<file path="src/fsp_pkg.sv">
// Shared types, constants and helpers for the format specifier parser.
// Used by fsp_prefix_scan, fsp_result_build and format_specifier_parser_core.
`default_nettype none

package fsp_pkg;

  // numeric limits of width and precision accumulation
  localparam int unsigned NUMBER_BITS = 16;
  localparam int unsigned DEFAULT_PRECISION = 6;
  localparam longint unsigned RAW_LIMIT = (64'd1 << NUMBER_BITS) - 64'd1;
  localparam longint unsigned NUM_LIMIT = (RAW_LIMIT > 64'd65535) ? 64'd65535 : RAW_LIMIT;
  localparam logic [15:0] NUM_MAX = NUM_LIMIT[15:0];

  // parse phases
  localparam logic [1:0] PH_IDLE   = 2'd0;
  localparam logic [1:0] PH_PREFIX = 2'd1;
  localparam logic [1:0] PH_MOD1   = 2'd2;
  localparam logic [1:0] PH_MOD2   = 2'd3;

  // precision scan phases
  localparam logic [1:0] PP_NODOT = 2'd0;
  localparam logic [1:0] PP_SIGN  = 2'd1;
  localparam logic [1:0] PP_DIGIT = 2'd2;
  localparam logic [1:0] PP_DONE  = 2'd3;

  // bits of the open-scan vector
  localparam int unsigned SO_ZERO  = 0;
  localparam int unsigned SO_PLUS  = 1;
  localparam int unsigned SO_MINUS = 2;
  localparam int unsigned SO_WFLAG = 3;
  localparam int unsigned SO_WDIG  = 4;

  localparam logic [7:0] CH_TAB = 8'h09;
  localparam logic [7:0] CH_NUL = 8'h00;

  localparam int unsigned RESULT_BITS = 72;

  // prefix scan state
  typedef struct packed {
    logic        zero;
    logic        plus;
    logic        minus;
    logic        space;
    logic        hash;
    logic        dot;
    logic        neg;
    logic [4:0]  open;
    logic [15:0] width_acc;
    logic [15:0] prec_acc;
    logic [1:0]  prec_phase;
  } prefix_state_t;

  // whole parse state
  typedef struct packed {
    logic [1:0]    phase;
    prefix_state_t pre;
    logic [7:0]    conv;
    logic [7:0]    mod1;
    logic [7:0]    mod2;
    logic [7:0]    count;
  } parse_state_t;

  // one result item
  typedef struct packed {
    logic [7:0]  consumed;
    logic [16:0] precision_value;
    logic [15:0] field_width;
    logic        has_dot;
    logic        alt_form;
    logic        space_flag;
    logic        left_align;
    logic        plus_sign;
    logic        zero_pad;
    logic [7:0]  modifier_two;
    logic [7:0]  modifier_one;
    logic [7:0]  conversion;
  } result_t;

  localparam prefix_state_t PREFIX_CLEAR = '{
    zero: 1'b0, plus: 1'b0, minus: 1'b0, space: 1'b0, hash: 1'b0, dot: 1'b0,
    neg: 1'b0, open: 5'b11111, width_acc: 16'd0, prec_acc: 16'd0,
    prec_phase: PP_NODOT};

  localparam parse_state_t PARSE_CLEAR = '{
    phase: PH_IDLE, pre: PREFIX_CLEAR, conv: 8'd0, mod1: 8'd0, mod2: 8'd0,
    count: 8'd0};

  // accumulate one decimal digit with saturation
  function automatic logic [15:0] acc_digit(logic [15:0] acc, logic [3:0] d);
    logic [19:0] prod;
    prod = ({4'd0, acc} << 3) + ({4'd0, acc} << 1) + {16'd0, d};
    if (prod > {4'd0, NUM_MAX}) begin
      return NUM_MAX;
    end
    return prod[15:0];
  endfunction

  function automatic logic is_digit(logic [7:0] c);
    return (c >= "0") && (c <= "9");
  endfunction

  // conversion and length letters
  function automatic logic is_letter(logic [7:0] c);
    logic hit;
    unique case (c) inside
      "d", "i", "u", "o", "l", "h", "x", "X", "f", "F", "L", "e", "E",
      "g", "G", "a", "A", "c", "s", "p", "n", "V", "W", "%": hit = 1'b1;
      default: hit = 1'b0;
    endcase
    return hit;
  endfunction

  // prefix characters that are skipped
  function automatic logic is_skip(logic [7:0] c);
    return (c == " ") || (c == CH_TAB) || (c == ".") || is_digit(c) ||
           (c == "+") || (c == "-") || (c == "#");
  endfunction

  // bump with saturation at 255
  function automatic logic [7:0] bump(logic [7:0] n);
    return (n == 8'hFF) ? n : n + 8'd1;
  endfunction

endpackage

`default_nettype wire

</file>
<file path="src/format_specifier_parser_core.sv">
// Top level of the format specifier parser: input register, parse step, result register.
// Depends on fsp_pkg, fsp_prefix_scan and fsp_result_build.
`default_nettype none

// Takes the characters after a percent sign, one item each, with s_tuser high on
// the first one, and gives one result item per specifier: the conversion letter,
// up to two modifier characters, the flags, width, precision and character count.
// A result of all zeros marks an error. The block takes one character per cycle
// while the result side does not stall it; a result passes through the input
// register, then the result register. The rate is set by the parse state update,
// a loop through the state register holding one decimal multiply-accumulate per run.
// The input stalls only while a finished result waits downstream and the next
// character would give another result.
module format_specifier_parser_core (
  input  logic        clk,
  input  logic        rst,
  input  logic        s_tvalid,
  output logic        s_tready,
  input  logic [7:0]  s_tdata,   // [7:0] ch
  input  logic        s_tuser,   // [0] start_req
  output logic        m_tvalid,
  input  logic        m_tready,
  output logic [71:0] m_tdata    // [7:0] conversion, [15:8] modifier_one,
                                 // [23:16] modifier_two, [24] zero_pad,
                                 // [25] plus_sign, [26] left_align, [27] space_flag,
                                 // [28] alt_form, [29] has_dot, [45:30] field_width,
                                 // [62:46] precision_value, [70:63] consumed, [71] zero
);

  logic                  in_valid;
  logic [7:0]            in_ch;
  logic                  in_start;
  fsp_pkg::parse_state_t st;
  fsp_pkg::parse_state_t st_base;
  fsp_pkg::parse_state_t work;
  fsp_pkg::parse_state_t st_next;
  fsp_pkg::prefix_state_t pre_scan;
  fsp_pkg::result_t      res;
  logic                  emit;
  logic                  err;
  logic                  consume;
  logic                  out_valid;
  logic [71:0]           out_data;

  // input register
  assign consume  = in_valid && (!emit || !out_valid || m_tready);
  assign s_tready = !in_valid || consume;

  always_ff @(posedge clk) begin
    if (rst) begin
      in_valid <= 1'b0;
    end else if (s_tready) begin
      in_valid <= s_tvalid;
    end
  end

  always_ff @(posedge clk) begin
    if (s_tvalid && s_tready) begin
      in_ch    <= s_tdata;
      in_start <= s_tuser;
    end
  end

  // start clears the running parse
  always_comb begin
    if (in_start) begin
      st_base       = fsp_pkg::PARSE_CLEAR;
      st_base.phase = fsp_pkg::PH_PREFIX;
    end else begin
      st_base = st;
    end
  end

  fsp_prefix_scan u_scan (
    .cur (st_base.pre),
    .c   (in_ch),
    .nxt (pre_scan)
  );

  // parse step for the held character
  always_comb begin
    work = st_base;
    emit = 1'b0;
    err  = 1'b0;
    unique case (st_base.phase)
      fsp_pkg::PH_PREFIX: begin
        if (in_ch == fsp_pkg::CH_NUL) begin
          emit = 1'b1;
          err  = 1'b1;
        end else if (fsp_pkg::is_skip(in_ch)) begin
          work.count = fsp_pkg::bump(st_base.count);
          work.pre   = pre_scan;
        end else if (!fsp_pkg::is_letter(in_ch)) begin
          emit = 1'b1;
          err  = 1'b1;
        end else begin
          work.conv  = in_ch;
          work.count = fsp_pkg::bump(st_base.count);
          if (in_ch == "l" || in_ch == "h" || in_ch == "L") begin
            work.phase = fsp_pkg::PH_MOD1;
          end else begin
            emit = 1'b1;
          end
        end
      end
      fsp_pkg::PH_MOD1: begin
        work.mod1 = in_ch;
        if (in_ch == fsp_pkg::CH_NUL) begin
          emit = 1'b1;
        end else begin
          work.count = fsp_pkg::bump(st_base.count);
          if ((st_base.conv == "l" && in_ch == "l") ||
              (st_base.conv == "h" && in_ch == "h")) begin
            work.phase = fsp_pkg::PH_MOD2;
          end else begin
            emit = 1'b1;
          end
        end
      end
      fsp_pkg::PH_MOD2: begin
        work.mod2 = in_ch;
        if (in_ch != fsp_pkg::CH_NUL) begin
          work.count = fsp_pkg::bump(st_base.count);
        end
        emit = 1'b1;
      end
      default: begin
        work = st_base;
      end
    endcase
  end

  assign st_next = emit ? fsp_pkg::PARSE_CLEAR : work;

  // parse state register
  always_ff @(posedge clk) begin
    if (rst) begin
      st <= fsp_pkg::PARSE_CLEAR;
    end else if (consume) begin
      st <= st_next;
    end
  end

  fsp_result_build u_build (
    .st  (work),
    .err (err),
    .res (res)
  );

  // result register
  always_ff @(posedge clk) begin
    if (rst) begin
      out_valid <= 1'b0;
    end else if (consume && emit) begin
      out_valid <= 1'b1;
    end else if (m_tready) begin
      out_valid <= 1'b0;
    end
  end

  always_ff @(posedge clk) begin
    if (consume && emit) begin
      out_data <= {1'b0, res};
    end
  end

  assign m_tvalid = out_valid;
  assign m_tdata  = out_data;

`ifndef SYNTHESIS
  // second modifier only follows a doubled l or h
  a_mod2_letter: assert property (@(posedge clk) disable iff (rst)
    (st.phase == fsp_pkg::PH_MOD2) |-> ((st.conv == "l" || st.conv == "h") &&
                                       st.mod1 == st.conv))
    else $error("second modifier phase without ll or hh");

  // an idle parse holds no leftover count or letter
  a_idle_clear: assert property (@(posedge clk) disable iff (rst)
    (st.phase == fsp_pkg::PH_IDLE) |-> (st.count == 8'd0 && st.conv == 8'd0))
    else $error("idle parse keeps stale state");

  // an error result carries nothing else
  a_error_zero: assert property (@(posedge clk) disable iff (rst)
    (m_tvalid && m_tdata[7:0] == 8'd0) |-> (m_tdata == 72'd0))
    else $error("error result has nonzero fields");

  // a result follows only a consumed character
  a_result_source: assert property (@(posedge clk) disable iff (rst)
    $rose(m_tvalid) |-> $past(consume && emit))
    else $error("result appeared without a finishing character");
`endif

endmodule

`default_nettype wire

</file>
<file path="src/fsp_prefix_scan.sv">
// One step of the prefix scan: flags, width run and precision run.
// Depends on fsp_pkg.
`default_nettype none

module fsp_prefix_scan (
  input  fsp_pkg::prefix_state_t cur,
  input  logic [7:0]             c,
  output fsp_pkg::prefix_state_t nxt
);

  logic       sp;
  logic [3:0] d;

  assign sp = (c == " ") || (c == fsp_pkg::CH_TAB);
  assign d  = c[3:0];

  always_comb begin
    nxt = cur;

    // flags seen anywhere
    if (c == " ") nxt.space = 1'b1;
    if (c == "#") nxt.hash = 1'b1;

    // first qualifying character rules
    if (cur.open[fsp_pkg::SO_ZERO]) begin
      if (!(sp || c == "+" || c == "-" || c == "#")) begin
        if (c == "0") nxt.zero = 1'b1;
        nxt.open[fsp_pkg::SO_ZERO] = 1'b0;
      end
    end
    if (cur.open[fsp_pkg::SO_PLUS]) begin
      if (!(sp || c == "#" || c == "0" || c == "-")) begin
        if (c == "+") nxt.plus = 1'b1;
        nxt.open[fsp_pkg::SO_PLUS] = 1'b0;
      end
    end
    if (cur.open[fsp_pkg::SO_MINUS]) begin
      if (!(sp || c == "#" || c == "0" || c == "+")) begin
        if (c == "-") nxt.minus = 1'b1;
        nxt.open[fsp_pkg::SO_MINUS] = 1'b0;
      end
    end

    // width digit run
    if (cur.open[fsp_pkg::SO_WFLAG]) begin
      if (!(sp || c == "+" || c == "-" || c == "#" || c == "0")) begin
        nxt.open[fsp_pkg::SO_WFLAG] = 1'b0;
        if (c >= "1" && c <= "9") begin
          nxt.width_acc = fsp_pkg::acc_digit(16'd0, d);
        end else begin
          nxt.open[fsp_pkg::SO_WDIG] = 1'b0;
        end
      end
    end else if (cur.open[fsp_pkg::SO_WDIG]) begin
      if (fsp_pkg::is_digit(c)) begin
        nxt.width_acc = fsp_pkg::acc_digit(cur.width_acc, d);
      end else begin
        nxt.open[fsp_pkg::SO_WDIG] = 1'b0;
      end
    end

    // precision after the first dot
    case (cur.prec_phase)
      fsp_pkg::PP_NODOT: begin
        if (c == ".") begin
          nxt.dot = 1'b1;
          nxt.prec_phase = fsp_pkg::PP_SIGN;
        end
      end
      fsp_pkg::PP_SIGN: begin
        if (sp) begin
          nxt.prec_phase = fsp_pkg::PP_SIGN;
        end else if (c == "+" || c == "-") begin
          if (c == "-") nxt.neg = 1'b1;
          nxt.prec_phase = fsp_pkg::PP_DIGIT;
        end else if (fsp_pkg::is_digit(c)) begin
          nxt.prec_acc = fsp_pkg::acc_digit(cur.prec_acc, d);
          nxt.prec_phase = fsp_pkg::PP_DIGIT;
        end else begin
          nxt.prec_phase = fsp_pkg::PP_DONE;
        end
      end
      fsp_pkg::PP_DIGIT: begin
        if (fsp_pkg::is_digit(c)) begin
          nxt.prec_acc = fsp_pkg::acc_digit(cur.prec_acc, d);
        end else begin
          nxt.prec_phase = fsp_pkg::PP_DONE;
        end
      end
      default: begin
        nxt.prec_phase = cur.prec_phase;
      end
    endcase
  end

endmodule

`default_nettype wire

</file>
<file path="src/fsp_result_build.sv">
// Builds one result item from the finished parse state, or the error item.
// Depends on fsp_pkg.
`default_nettype none

module fsp_result_build (
  input  fsp_pkg::parse_state_t st,
  input  logic                  err,
  output fsp_pkg::result_t      res
);

  logic        is_float;
  logic [16:0] prec;

  // default precision applies to the f, e, F and E conversions and to Lf and lf
  assign is_float = (st.conv == "f") || (st.conv == "e") || (st.conv == "F") ||
                    (st.conv == "E") ||
                    (((st.conv == "L") || (st.conv == "l")) && (st.mod1 == "f"));

  always_comb begin
    if (st.pre.dot) begin
      prec = st.pre.neg ? (17'd0 - {1'b0, st.pre.prec_acc}) : {1'b0, st.pre.prec_acc};
    end else if (is_float) begin
      prec = 17'(fsp_pkg::DEFAULT_PRECISION);
    end else begin
      prec = '1;
    end
  end

  always_comb begin
    if (err) begin
      res = '0;
    end else begin
      res.conversion      = st.conv;
      res.modifier_one    = st.mod1;
      res.modifier_two    = st.mod2;
      res.zero_pad        = st.pre.zero;
      res.plus_sign       = st.pre.plus;
      res.left_align      = st.pre.minus;
      res.space_flag      = st.pre.space;
      res.alt_form        = st.pre.hash;
      res.has_dot         = st.pre.dot;
      res.field_width     = st.pre.width_acc;
      res.precision_value = prec;
      res.consumed        = st.count;
    end
  end

endmodule

`default_nettype wire

</file>
<file path="config.mk">
export PLATFORM = sky130hd
export DESIGN_NAME = format_specifier_parser_core
export DESIGN_NICKNAME = d
export VERILOG_FILES = /design/src/fsp_pkg.sv /design/src/format_specifier_parser_core.sv /design/src/fsp_prefix_scan.sv /design/src/fsp_result_build.sv
export SDC_FILE = /design/constraint.sdc
export NUM_CORES = 1
export LEC_CHECK = 0
export BUFFER_PORTS_ARGS = -buffer_cell sky130_fd_sc_hd__buf_2
export CORE_MARGIN = 1.5
export CORE_UTILIZATION = 30
export CTS_CLUSTER_SIZE = 14
export DETAILED_ROUTE_END_ITERATION = 10
export PLACE_DENSITY = 0.56
export SYNTH_ARGS = -nofsm -noshare
export SYNTH_HDL_FRONTEND = slang
export SYNTH_SLANG_ARGS = --single-unit
</file>
<file path="constraint.sdc">
create_clock -name clk -period 8.79 [get_ports clk]
set_input_delay 0.4395 -clock clk [delete_from_list [all_inputs] [get_ports clk]]
set_output_delay 0.4395 -clock clk [all_outputs]
set_load 0.01 [all_outputs]
</file>
==> results.json <==
{
  "arrival_ns": 6.12,
  "critPathMaxFanout": 60,
  "internal-power_mw": 1.24,
  "grt_start_max_net_pins": 73,
  "cts.sinks": 162,
  "final_cell_mix": "170 x nor2_1, 86 x a21oi_1, 85 x buf_2",
  "slowest_delay_ns": 0.74,
  "synth_seq_area_share_pct": 36.9,
  "async_flop_share_pct": 0,
  "worstMarginPinSlew_ns": 1.06,
  "drt_wl_total_mm": 32.8,
  "cpLargestDelayFamily": "compound AO/OA/AOI/OAI gates",
  "holdWs_ns": 0.172,
  "globalRouteTotalUtil_pct": 17.1,
  "htreeDepth": 4,
  "clk_latency_ns": 0.44,
  "highest_layer": "met5",
  "slowest_stage": "o31ai_2",
  "path_class": "flop to flop",
  "pwr-share-seq_pct": 48.6,
  "post-cts-setup-buffer-count": 0,
  "cts_tree": "built",
  "met1_length_mm": 15.1,
  "outcome": "complete, no violations",
  "wl_per_cell_um": 18.5,
  "clkTransAtPathRegs_ns": 0.07,
  "cp-start-kind": "flop",
  "diodes": 0,
  "drt-initial-drc-count": 667,
  "ios": 87,
  "fin_skew_ns": 0.0109,
  "yosys_warnings": 0,
  "peakVddDrop_mv": 0.110,
  "cp-end-kind": "flop",
  "gp_congestion": 0.889,
  "rows": 69,
  "clkPwrFrac_pct": 43.6,
  "grt_overflow": 0,
  "slew_viol_final": 0,
  "p_per_area_nw_per_um2": 135,
  "ant_nets": 0,
  "core-area_um2": 35800,
  "root_buffer": "clkbuf_16",
  "dp.cells": 1739,
  "portBuffers": 85,
  "fmax_ghz": 0.172,
  "final_common_cell": "nor2_1",
  "hold_viol": 0,
  "final_nets": 1386,
  "ys_ff_latch": 162,
  "antenna_found_initial": 1,
  "p_leak_nw": 4.64,
  "die_h_um": 194,
  "drv_cap": 0,
  "num_vias": 9960,
  "layout.cells.non_filler": 1771,
  "viasPerCell": 5.62,
  "p_sw_mw": 0.432,
  "avgSynthCellArea_um2": 8.78,
  "synthToLayoutAreaGrowth_pct": 13.0,
  "setup_viol": 0,
  "first_pass_iters": 8,
  "pwr-share-comb_pct": 7.8,
  "ctsHoldBuffers": 0,
  "ys_types": 88,
  "clk_path_buf_depth": 2,
  "period_needed_ns": 5.81,
  "grt_setup_unrepaired": "false",
  "max_slew_margin_pct": 28.4,
  "syn_nets": 1338,
  "post-route-util_pct": 34.6,
  "tns_ns": 0,
  "grt_pass1_vias": 9526,
  "dp_hpwl_mm": 22.8,
  "drc": 0,
  "min_path_type": "input pin to flop",
  "period_share_pct": 66.1,
  "drive_gt1_share_pct": 12.7,
  "initial_core_util_pct": 30.6,
  "netlist_instances": 1249,
  "p_sw_share_pct": 25.8,
  "design.die.area_um2": 37700,
  "numCtsBuffers": 17,
  "critPathRequiredTime_ns": 9.10,
  "grt_pass1_wl_mm": 52.2,
  "path_cells": "buf_4 -> nor2b_1 -> xnor2_1 -> ha_1 -> fa_1 -> a211oi_1 -> o21a_1 -> a211oi_1 -> or3_1 -> a221oi_2 -> buf_4 -> nand2_1 -> o31ai_2 -> nand3_2 -> or4_1 -> nand4_1",
  "wl_met3_mm": 1.61,
  "synth_edf_count": 80,
  "synth_ff_type": "dfxtp_1",
  "syn_area_um2": 11000,
  "die_w_um": 194,
  "dr_wl_met2_mm": 15.2,
  "cts_resized": 0,
  "crit_buf_inv": 2
}
-- worst paths after layout --
check / startpoint / to / slack [ns] / cells after the start
max: in_start / m_tdata[59] / 2.98 / 16
min: s_tdata[5] / in_ch[5] / 0.17 / 1
max reg2reg: in_start / m_tdata[59] / 2.98 / 16
min reg2reg: st[57] / st[57] / 0.45 / 2
-- synthesized netlist by cell type, types with 6 or more instances --
| master | number | area [µm²] |
|---|---|---|
| a211oi_1 | 10 | 75.1 |
| o31ai_1 | 8 | 60.1 |
| nor2_1 | 171 | 642 |
| a41oi_1 | 8 | 70.1 |
| or3_1 | 10 | 62.6 |
| nor3b_1 | 11 | 82.6 |
| a31oi_1 | 20 | 125 |
| dfxtp_1 | 82 | 1640 |
| xnor2_1 | 25 | 219 |
| o22ai_1 | 9 | 56.3 |
| a21o_1 | 18 | 135 |
| mux2i_1 | 6 | 60.1 |
| or2_2 | 10 | 62.6 |
| nand3_1 | 20 | 100 |
| and3_1 | 10 | 62.6 |
| a22oi_1 | 57 | 428 |
| nor4_1 | 13 | 81.3 |
| nor3_1 | 15 | 75.1 |
| a32o_1 | 7 | 70.1 |
| nor2b_1 | 46 | 288 |
| o21a_1 | 9 | 67.6 |
| nand2b_1 | 17 | 106 |
| ha_1 | 73 | 913 |
| o2bb2ai_1 | 11 | 96.3 |
| o21ai_0 | 64 | 320 |
| and2_1 | 17 | 106 |
| o211ai_1 | 15 | 113 |
| nand3b_1 | 7 | 52.6 |
| edfxtp_1 | 80 | 2400 |
| inv_1 | 28 | 105 |
| clkbuf_1 | 60 | 225 |
| a22o_1 | 17 | 149 |
| nand4_1 | 10 | 62.6 |
| xor2_1 | 10 | 87.6 |
| nand2_1 | 82 | 308 |
| a21oi_1 | 86 | 430 |
-- sequential cells by signal, summed over array words and instances (netlist names) --
name,cells
st,80
m_tdata,71
in_ch,8
in_start,1
in_valid,1
m_tvalid,1
-- cell type report --
cell class              instances  area, µm²
fillers                      3670      23400
multi-input cells             985       6550
flip-flops and latches        162       4040
well taps                     461        577
repair buffers                101        546
clock buffers                  22        464
inverters                      30        113
clock inverters                10        100
-- layer usage --
layer | vias up | GRT usage [%]
li1 | 4770 | -
met1 | 4854 | 22.8
met2 | 280 | 27.6
met3 | 54 | 2.89
met4 | 2 | 6.89
met5 | - | 0
-- cells by family after synthesis --
| logic type | share of synthesized area (%) |
|---|---|
| buf+inv | 3.71 |
| flops | 36.9 |
| xor+xnor | 2.79 |
| fa+ha+maj | 8.87 |
| simple gates | 20.8 |
| compound gates | 26.0 |
| mux | 0.855 |
| other cells | 0.0342 |
-- worst register-to-register path, stage by stage, from the launching register on --
cell and delay, ns:
edfxtp_1 0.36, buf_4 0.56, nor2b_1 0.32, xnor2_1 0.19, ha_1 0.33, fa_1 0.47, a211oi_1 0.47, o21a_1 0.26
a211oi_1 0.10, or3_1 0.36, a221oi_2 0.27, buf_4 0.28, nand2_1 0.12, o31ai_2 0.74, nand3_2 0.24, or4_1 0.52
nand4_1 0.10
-- power by group through the flow --
stage,Combinational [mW],Sequential [mW],Clock (mW)
detailed placement,0.130,0.831,0
global route,0.142,0.816,0.769
floorplan,0.0802,0.831,0
CTS,0.130,0.815,0.743
finish,0.132,0.815,0.731
global placement,0.129,0.831,0
-- stage by stage --
step           setup slack (ns)  instance area, µm²  power [mW]
2_1_floorplan              1.93               11000       0.911
3_3_place_gp               3.23               11800       0.961
3_5_place_dp               3.08               11800       0.961
4_1_cts                    3.04               12400        1.69
5_1_grt                    2.62               12400        1.73
6_report                   2.98               12400        1.68
(Power assumes the default switching activity.)
